`config.mk`:
```
export PLATFORM = sky130hd
export DESIGN_NAME = uvs_divider
export DESIGN_NICKNAME = d
export VERILOG_FILES = /design/src/rtl/uvs_div_cell.sv /design/src/rtl/uvs_divider.sv
export SDC_FILE = /design/constraint.sdc
export NUM_CORES = 1
export LEC_CHECK = 0
export ABC_AREA = 1
export ABC_CLOCK_PERIOD_IN_PS = 5540
export BUFFER_PORTS_ARGS = -buffer_cell sky130_fd_sc_hd__buf_2
export CORE_AREA = 3 3 290 207
export CTS_BUF_LIST = sky130_fd_sc_hd__clkbuf_16
export DETAILED_ROUTE_END_ITERATION = 10
export DIE_AREA = 0 0 293 210
export PLACE_DENSITY = 0.58
export SETUP_SLACK_MARGIN = 0.02
export SYNTH_ARGS = -nofsm -noshare
export SYNTH_HDL_FRONTEND = slang
export SYNTH_SLANG_ARGS = --single-unit
```
`constraint.sdc`:
```
create_clock -name clock -period 5.54 [get_ports clock]
set_clock_uncertainty 0.2 [all_clocks]
set_input_delay 0.277 -clock clock [delete_from_list [all_inputs] [get_ports clock]]
set_output_delay 0.277 -clock clock [all_outputs]
set_load 0.02 [all_outputs]
```
`src/rtl/uvs_div_cell.sv`:
```
// One restoring-division cell: produces one quotient bit per cycle.
module uvs_div_cell #(
   parameter int QW = 17,
   parameter int DW = 10
) (
   input  logic          clock,
   input  logic [DW-1:0] divisor,
   input  logic [DW-1:0] prev_rem,
   input  logic [QW-1:0] prev_work,
   output logic [DW-1:0] rem_out,
   output logic [QW-1:0] work_out
);

   logic [DW:0]   trial;
   logic [DW:0]   diff;
   logic          fits;
   logic [DW-1:0] rem_in;
   logic [QW-1:0] work_in;
   logic [DW-1:0] rem_ff;
   logic [QW-1:0] work_ff;

   // Bring down the next dividend bit and try a subtraction.
   assign trial   = {prev_rem, prev_work[QW-1]};
   assign fits    = trial >= {1'b0, divisor};
   assign diff    = trial - {1'b0, divisor};
   assign rem_in  = fits ? diff[DW-1:0] : trial[DW-1:0];
   assign work_in = {prev_work[QW-2:0], fits};

   always_ff @(posedge clock) begin
      rem_ff  <= rem_in;
      work_ff <= work_in;
   end

   assign rem_out  = rem_ff;
   assign work_out = work_ff;

endmodule

```
`src/rtl/uvs_divider.sv`:
```
// Pipelined divider built as a row of division cells, one quotient bit each.
module uvs_divider #(
   parameter int QW = 17,
   parameter int DW = 10
) (
   input  logic             clock,
   input  logic [DW-1:0]    divisor,
   input  logic [QW+DW-1:0] dividend,
   output logic [QW-1:0]    quotient
);

   logic [DW-1:0] rem_chain  [QW];
   logic [QW-1:0] work_chain [QW+1];

   // The quotient is known to fit in QW bits, so the top part is already a remainder.
   assign rem_chain[0]  = dividend[QW+DW-1:QW];
   assign work_chain[0] = dividend[QW-1:0];

   for (genvar i = 0; i < QW; i++) begin : g_cell
      if (i == QW - 1) begin : g_tail
         uvs_div_cell #(.QW(QW), .DW(DW)) u_cell (
            .clock     (clock),
            .divisor   (divisor),
            .prev_rem  (rem_chain[i]),
            .prev_work (work_chain[i]),
            .rem_out   (),
            .work_out  (work_chain[i+1])
         );
      end else begin : g_body
         uvs_div_cell #(.QW(QW), .DW(DW)) u_cell (
            .clock     (clock),
            .divisor   (divisor),
            .prev_rem  (rem_chain[i]),
            .prev_work (work_chain[i]),
            .rem_out   (rem_chain[i+1]),
            .work_out  (work_chain[i+1])
         );
      end
   end

   assign quotient = work_chain[QW];

endmodule

```
==> flow_summary.yaml, run 1 <==
setup_path:
  cp_cell_sequence: "buf_2, inv_1, ha_1, nand2_1, nand2_1, a21oi_1, nand2_1, nand2_1, nand2_2, inv_2, nand2_1, nand2_1"
  max_stage_delay_ns: 0.76
  crit_top_cell: "nand2_1"
  end_kind: "flip-flop"
  critPathLaunchType: "input port"
  critical_path.max_fanout: 17
  arrival_ns: 2.81
  crit_type: "in2reg"
  crit_family: "buffers and inverters"
  path_buf_inv: 3
  critPathSlowestCell: "inv_1"
  crit_required_ns: 5.84
  rrSetupSlack_ns: 3.27
timing:
  rsz0062_at_grt: "no"
  worst_pin_slew_ns: 1.08
  post-route-min-period_ns: 2.51
  timing.final.crit_share: 0.453
  hold_viol_final: 0
  fin_ws_ns: 3.03
  finalSetupTns_ns: 0
  maxSlewViolCount: 0
  slew_headroom: 0.282
  setup_viol: 0
  fmax_mhz: 398
layout:
  drive_gt1_frac: 0.0869
  final_cells: 3477
  multi_input_area_mm2: 0.00963
  fillers: 5919
  fin_nets: 2908
  antenna_cells: 0
  syn2layout_area_growth_pct: 13.8
  ff_latch_area_mm2: 0.00899
logic_synthesis:
  netlist_top_cells_count: "nand2_1, dfxtp_1, inv_1"
  avgSynthCellArea_um2: 7.79
  ys_seq_elements: 449
  syn_nets: 2794
  syn-instance-count: 2570
  async_flop_share: 0
  yosysUniqueCellTypes: 26
  yosysSeqAreaShare: 0.449
  synth.most_common_cell: "nand2_1"
  syn_area_mm2: 0.0200
  netlist_top_cells_area: "dfxtp_1, nand2_1, ha_1"
  synth_edf_count: 0
  yosys.area.top_type: "dfxtp_1"
  yosysTopAreaCellShare: 0.449
  synthFlopType: "dfxtp_1"
  yosysWarnings: 0
place:
  dp_slack_ns: 2.44
  dp_hpwl_um: 33100
  dp.cells: 3372
  io_buffers: 54
  place_congestion: 0.883
floorplan:
  die_w_um: 293
  die_h_um: 210
  start_util: 0.347
  rows: 74
  core_area_mm2: 0.0577
  num_io_pins: 55
  die-area_mm2: 0.0615
pwr:
  p_switching_mw: 5.84
  cellPowerDensity_mw_per_mm2: 623
  total_power_mw: 14.2
  power.share.switching: 0.411
  p_int_mw: 8.35
  p_comb_frac: 0.443
  p_leak_nw: 11.9
  pwr-share-clk: 0.208
  peakVddDrop_mv: 0.236
  power_frac_seq: 0.349
cts:
  clockBufferDepth: 3
  clk_pin_slew_ns: 0.07
  htree_num_levels: 2
  cts_root_buf: "clkbuf_16"
  cts_setup_buffers: 0
  cts_made_buffers: 44
  cts_tree: "yes"
  clock_latency_ns: 0.56
  cts.sinks: 449
drt:
  drc_errors: 0
  via_per_inst: 4.55
  drtIter0Drc: 920
  totalWireLength_um: 45800
  via_count: 15800
  ant_nets: 0
  drt_first_pass_iters: 7
  wl_per_cell_um: 13.2
min_path:
  hp-class: "reg2reg"
global_route:
  antenna_found_initial: 0
  grt_pass1_wl_um: 75700
  overflow: 0
  grt_usage: 0.150
  grt_pass1_vias: 15000
  grt_max_degree: 24
run_status:
  status: "complete, no violations"
job:
  maxCapViolations: 0
[layout make-up]
class | count | share of cell area
flip-flops and latches | 449 | 0.395
clock inverters | 34 | 0.0129
inverters | 323 | 0.0532
well taps | 760 | 0.0417
multi-input cells | 1780 | 0.423
repair buffers | 86 | 0.0253
clock buffers | 45 | 0.0494
[final timing paths]
kind | depth (start not counted) | endpoint | from
min reg2reg | 0 | g_cell[16].g_tail.u_cell.work_out[6] | g_cell[15].g_body.u_cell.work_out[5]
max reg2reg | 10 | g_cell[1].g_body.u_cell.rem_out[8] | g_cell[0].g_body.u_cell.rem_out[2]
max | 12 | g_cell[11].g_body.u_cell.rem_out[8] | divisor[4]
min | 0 | g_cell[16].g_tail.u_cell.work_out[6] | g_cell[15].g_body.u_cell.work_out[5]
[state kept, by name, indices dropped and copies added, names as in the netlist]
| register | cells |
|---|---|
| g_cell.g_body.u_cell.rem_out | 160 |
| g_cell.g_body.u_cell.work_out | 272 |
| g_cell.g_tail.u_cell.work_out | 17 |
[worst register-to-register path: stages (launching register included)]
cell and delay, ns:
dfxtp_1 0.33, ha_1 0.41, nand2_1 0.15, nor2_1 0.11
nand3_1 0.11, nand2_1 0.13, nand2_1 0.08, nand2_2 0.27
inv_2 0.19, nand2_1 0.09, nand2_1 0.08
[placed cells by master (no fill, tap or decap), types with 3 or more instances in the layout]
cell type and n:
a21oi_1 75, and2_1 17, buf_2 54, buf_4 6, bufinv_16 4, clkbuf_16 45, clkinv_1 6, clkinv_2 10
clkinv_4 3, clkinvlp_4 5, dfxtp_1 449, dlygate4sd3_1 26, fa_1 16, ha_1 170, inv_1 309, inv_2 17
inv_6 3, nand2_1 961, nand2_2 25, nand3_1 188, nand3_2 39, nand3b_1 14, nand4_1 17, nor2_1 134
nor2_2 8, nor3_1 8, o21ai_0 18, o21bai_1 16, or2_1 7, or2_2 16, xor2_1 48
[per-layer routing]
metal,share of wire,track usage
met5,0,0
met4,0.025,0.0472
met3,0.063,0.0328
met2,0.39,0.216
met1,0.52,0.223
[power groups by stage]
stage | clock [mW] | combinational (mW) | sequential [mW]
detailed placement | 0 | 6.19 | 5.02
CTS | 3.09 | 6.23 | 4.96
floorplan | 0 | 4.96 | 4.85
finish | 2.96 | 6.28 | 4.95
global route | 3.22 | 7.25 | 5.06
global placement | 0 | 6.09 | 5.02
[what timing repair did]
item | 4_1_cts | 5_1_grt
resized for setup | 0 | 0
hold buffers | 26 | 0
endpoints found under the hold margin | 26 | 0
[stage by stage]
stage / instance area (um^2) / hold slack, ns / util
2_1_floorplan: 20000 / 0.105 / -
3_3_place_gp: 21100 / 0.110 / 0.366
3_5_place_dp: 21100 / 0.112 / 0.366
4_1_cts: 22800 / 0.0805 / 0.395
5_1_grt: 22800 / 0.120 / 0.395
6_report: 22800 / 0.116 / 0.395
[cells by family (layout without fill, tap and decap cells)]
kind of cell             after synthesis  in the layout  synth area share
XOR/XNOR                              48             48            0.0210
AO/OA/AOI/OAI                        110            110            0.0296
flip-flops                           449            449             0.449
buffers and inverters                341            488            0.0700
AND/OR/NAND/NOR                     1436           1436             0.308
adder cells (fa/ha/maj)              186            186             0.122
Power figures use the tool's default switching activity.
==> run 2, diff against run 1 <==
Settings changed: ABC_CLOCK_PERIOD_IN_PS 5540 to 2400.
Clock period 5.54 ns to 2.4 ns, I/O delays scaled along.
==> run 2 against run 1 <==
Clock power up 140%. Sequential cell count stayed put. Non-clock buffer count increased by 35. Count of clock-buffer cells in the layout up 2. First-iteration DRC count down 0.43%. Final area rose by 2.3%. Critical path depth is 2 lower. Largest power group unchanged.
==> flow_summary.yaml, run 2 (same netlist as run 1, synthesis figures left out) <==
layout:
  layout_commonest_cell: "nand2_1"
  antenna_cells: 0
  drive_gt1_frac: 0.0933
  most-common-layout-cells: "nand2_1, dfxtp_1, inv_1"
  final_area_mm2: 0.0233
  syn2layout_area_growth_pct: 16.4
  fin_nets: 2945
  fillers: 5811
  largest_reg_flops: 272
setup_path:
  rrSetupSlack_ns: 0.30
  max_stage_delay_ns: 0.40
  critPathLaunchType: "flip-flop"
  crit_required_ns: 2.66
  critPathSlowestCell: "ha_1"
  cp_cell_sequence: "ha_1, nand2_1, nor2_1, nand3_1, nand2_1, inv_1, nand2_2, inv_2, nand2_1, nand2_1"
  crit_top_cell: "nand2_1"
  critical_path.max_fanout: 13
  crit_type: "reg2reg"
  end_kind: "flip-flop"
  path_buf_inv: 2
  arrival_ns: 2.37
  crit_family: "simple AND/OR/NAND/NOR gates"
floorplan:
  die-area_mm2: 0.0615
  rows: 74
  die_w_um: 293
  die_h_um: 210
  start_util: 0.347
  num_io_pins: 55
  core_area_mm2: 0.0577
cts:
  htree_num_levels: 2
  cts.repair.resized: 0
  clock_latency_ns: 0.58
  clockBufferDepth: 3
  cts_made_buffers: 46
  cts.sinks: 449
  cts_tree: "yes"
  cts_root_buf: "clkbuf_16"
  clk_pin_slew_ns: 0.06
timing:
  timing.final.crit_share: 0.876
  rsz0062_at_grt: "no"
  fmax_mhz: 476
  worst_pin_slew_ns: 0.297
  hold_viol_final: 0
  setup_viol: 0
  finalSetupTns_ns: 0
  maxSlewViolCount: 0
  slew_headroom: 0.800
  post-route-min-period_ns: 2.10
min_path:
  hp-class: "in2reg"
pwr:
  p_leak_nw: 12.1
  cellPowerDensity_mw_per_mm2: 1430
  peakVddDrop_mv: 0.594
place:
  dp_hpwl_um: 33200
  postPlaceCellArea_mm2: 0.0214
  io_buffers: 54
  place_congestion: 0.935
global_route:
  grt_pass1_vias: 15100
  grt_pass1_wl_um: 76600
  antenna_found_initial: 1
  grt_usage: 0.153
  grt_max_degree: 25
  overflow: 0
drt:
  wl_per_cell_um: 13.2
  totalWireLength_um: 46500
  drt_first_pass_iters: 6
  via_per_inst: 4.56
  via_count: 16000
  ant_nets: 0
  drtIter0Drc: 916
  drc_errors: 0
run_status:
  status: "complete, no violations"
job:
  maxCapViolations: 0
==> run 2: cell count changes in the layout (fill, tap and decap cells not counted), moves of 2 or more <==
| cell | delta |
|---|---|
| buf_4 | +8 |
| dlygate4sd3_1 | +17 |
| clkinvlp_4 | -2 |
| clkbuf_16 | +2 |
| buf_12 | +10 |
| clkinv_4 | +3 |
==> run 2: repair_timing <==
action | CTS | global route
endpoints found under the hold margin | 27 | 0
setup endpoints to repair | 0 | 0
hold buffers | 43 | 0
setup buffers | 0 | 0
==> run 2: where the power goes <==
| part | switching [mW] | internal [mW] | total [mW] |
|---|---|---|---|
| clock network | 3.04 | 4.13 | 7.17 |
| registers | 1.29 | 10.2 | 11.5 |
| logic | 9.37 | 5.42 | 14.8 |
| total | 13.7 | 19.7 | 33.4 |
==> run 2: worst min-delay path, stage by stage <==
cell	delay (ns)
buf_2	0.10
buf_12	0.20
ha_1	0.16
inv_1	0.05
nand2_1	0.06
o21ai_0	0.06
==> run 2: metal layers <==
metal / wire (um) / global-route usage / up-vias / part of all wire
met5: 0 / 0 / - / 0
met4: 979 / 0.0406 / 0 / 0.021
met3: 2470 / 0.0282 / 71 / 0.053
li1: - / - / 8355 / -
met1: 24300 / 0.224 / 7261 / 0.52
met2: 18800 / 0.229 / 355 / 0.40
==> run 2: worst paths after layout <==
kind / endpoint / depth (start not counted) / startpoint
min reg2reg: g_cell[15].g_body.u_cell.work_out[11] / 0 / g_cell[14].g_body.u_cell.work_out[10]
min: g_cell[7].g_body.u_cell.rem_out[0] / 6 / divisor[0]
max: g_cell[2].g_body.u_cell.rem_out[7] / 10 / g_cell[1].g_body.u_cell.rem_out[3]
max reg2reg: g_cell[2].g_body.u_cell.rem_out[7] / 10 / g_cell[1].g_body.u_cell.rem_out[3]
==> run 2: through the flow <==
stage	hold WS, ns	std cells	setup WS (ns)	utilization	power [mW]
after floorplan	-0.0523	2570	0.156	-	22.7
after global placement	0.0228	3390	0.102	0.370	26.0
after detailed placement	0.0236	3390	0.134	0.370	26.2
after CTS	0.0319	3516	0.303	0.404	33.7
after global routing	0.0727	3516	0.103	0.404	36.6
final	0.0436	3516	0.298	0.404	33.4
==> run 2: layout make-up <==
type | instances | area (um^2) | share of cell area
Tap cell | 760 | 951 | 0.0408
Timing Repair Buffer | 121 | 1010 | 0.0432
Inverter | 323 | 1220 | 0.0522
Clock buffer | 47 | 1180 | 0.0505
Multi-Input combinational cell | 1780 | 9630 | 0.413
Sequential cell | 449 | 8990 | 0.386
Clock inverter | 36 | 335 | 0.0144
==> run 3, diff against run 2 <==
Settings changed: CAP_MARGIN set to 20, CORE_AREA 3 3 290 207 to 2 2 243 173, DIE_AREA 0 0 293 210 to 0 0 245 175, PLACE_DENSITY 0.58 to 0.75.
==> run 3 against run 2 <==
Fmax is 7.6% lower. Largest cell class unchanged. Register-to-register slack worse by 0.02 ns. Die area is 30% lower. Non-clock buffer count is 10 lower. Final cell count is 6.8% lower. Via count is 0.46% higher. Setup slack worse by 0.17 ns. Clock power is 6.4% lower.
==> flow_summary.yaml, run 3 (same netlist as run 1, synthesis figures left out) <==
timing:
  maxSlewViolCount: 0
  finalSetupTns_ns: 0
  worst_pin_slew_ns: 0.383
  fmax_mhz: 440
  setup_viol: 0
  rsz0062_at_grt: "no"
  hold_viol_final: 0
  slew_headroom: 0.742
  post-route-min-period_ns: 2.27
  timing.final.crit_share: 0.948
pwr:
  power.share.switching: 0.408
  total_power_mw: 32.9
  p_int_mw: 19.4
  p_switching_mw: 13.4
  peakVddDrop_mv: 0.702
  pwr-share-clk: 0.204
  p_comb_frac: 0.448
  p_leak_nw: 12.0
  power_frac_seq: 0.347
  cellPowerDensity_mw_per_mm2: 1440
drt:
  via_count: 16100
  drt_first_pass_iters: 6
  totalWireLength_um: 44300
  drc_errors: 0
  via_per_inst: 4.92
  wl_per_cell_um: 13.5
  drtIter0Drc: 1248
  ant_nets: 0
place:
  io_buffers: 54
  place_congestion: 0.916
  dp_hpwl_um: 31900
  postPlaceCellArea_mm2: 0.0210
floorplan:
  rows: 62
  num_io_pins: 55
  core_area_mm2: 0.0406
  die_w_um: 245
  start_util: 0.494
  die_h_um: 175
  die-area_mm2: 0.0429
layout:
  multi_input_area_mm2: 0.00964
  fin_nets: 2932
  layout_commonest_cell: "nand2_1"
  drive_gt1_frac: 0.0885
  fillers: 3710
  antenna_cells: 0
  final_area_mm2: 0.0229
  largest_reg_flops: 272
  syn2layout_area_growth_pct: 14.1
  most-common-layout-cells: "nand2_1, dfxtp_1, inv_1"
  ff_latch_area_mm2: 0.00899
cts:
  cts_setup_buffers: 0
  clockBufferDepth: 3
  cts_made_buffers: 43
  cts_tree: "yes"
  htree_num_levels: 2
  cts.sinks: 449
  clk_pin_slew_ns: 0.06
  clock_latency_ns: 0.54
  cts_root_buf: "clkbuf_16"
global_route:
  grt_max_degree: 24
  grt_pass1_wl_um: 72800
  overflow: 0
  grt_usage: 0.206
  antenna_found_initial: 0
  grt_pass1_vias: 14900
setup_path:
  crit_type: "in2reg"
  critical_path.max_fanout: 13
  end_kind: "flip-flop"
  crit_required_ns: 2.62
  critPathLaunchType: "input port"
  arrival_ns: 2.50
min_path:
  hp-class: "in2reg"
run_status:
  status: "complete, no violations"
job:
  maxCapViolations: 0
## run 3: changes by cell type in the layout (fill, tap and decap cells not counted), sizes merged
cell	delta
buf	-7
dlygate4sd3	-3
inv	-4
clkbuf	-2
clkinv	-6
## run 3: power by group through the flow
stage / registers [mW] / clock network, mW / logic [mW]
final: 11.4 / 6.71 / 14.7
after global routing: 11.7 / 7.23 / 16.8
after CTS: 11.4 / 6.92 / 14.5
after detailed placement: 11.6 / 0 / 14.3
after global placement: 11.5 / 0 / 14.0
after floorplan: 11.2 / 0 / 11.5
## run 3: stage by stage
step	hold WS (ns)	instances	worst slack, ns	utilization
finish	0.0214	3278	0.125	0.563
global route	0.0143	3278	0.0259	0.563
CTS	0.00302	3278	0.0795	0.563
detailed placement	0.0241	3167	0.146	0.519
global placement	0.0240	3167	0.114	0.519
floorplan	-0.0523	2570	0.156	-
## run 3: critical path, cell delays in order
cell           delay [ns]
dlygate4sd3_1        0.53
buf_2                0.13
ha_1                 0.35
a21oi_1              0.15
nand2_1              0.11
nand2_1              0.10
nand2_1              0.07
nand2_1              0.10
nand2_4              0.12
nand2_1              0.08
o21ai_0              0.06
dlygate4sd3_1        0.56
## run 3: final cells by class
cell class / count / share of cell area
Tap cell: 544 / 0.0298
Inverter: 323 / 0.0532
Clock inverter: 26 / 0.0119
Timing Repair Buffer: 111 / 0.0404
Clock buffer: 45 / 0.0493
Multi-Input combinational cell: 1780 / 0.422
Sequential cell: 449 / 0.393
## run 3: worst paths after layout
kind                                                            from                              endpoint  slack [ns]  cells after the start
worst max register to register   g_cell[14].g_body.u_cell.rem_out[1]   g_cell[15].g_body.u_cell.rem_out[7]        0.28                      9
worst min register to register  g_cell[15].g_body.u_cell.work_out[8]  g_cell[16].g_tail.u_cell.work_out[9]        0.12                      0
worst min-delay path                                     dividend[0]   g_cell[0].g_body.u_cell.work_out[1]        0.02                      2
worst max-delay path                                    dividend[18]    g_cell[0].g_body.u_cell.rem_out[0]        0.13                     12
## run 3: timing repair
item	in CTS	in global routing
hold endpoints to repair	30	0
gates resized for setup	0	3
hold buffers	40	0
setup endpoints to repair	0	1
## run 3: layer usage
metal / part of all wire / routed length (um) / GRT usage
met1: 0.49 / 21700 / 0.302
met2: 0.42 / 18700 / 0.318
met3: 0.066 / 2940 / 0.0304
met4: 0.020 / 894 / 0.0511
met5: 0 / 0 / 0
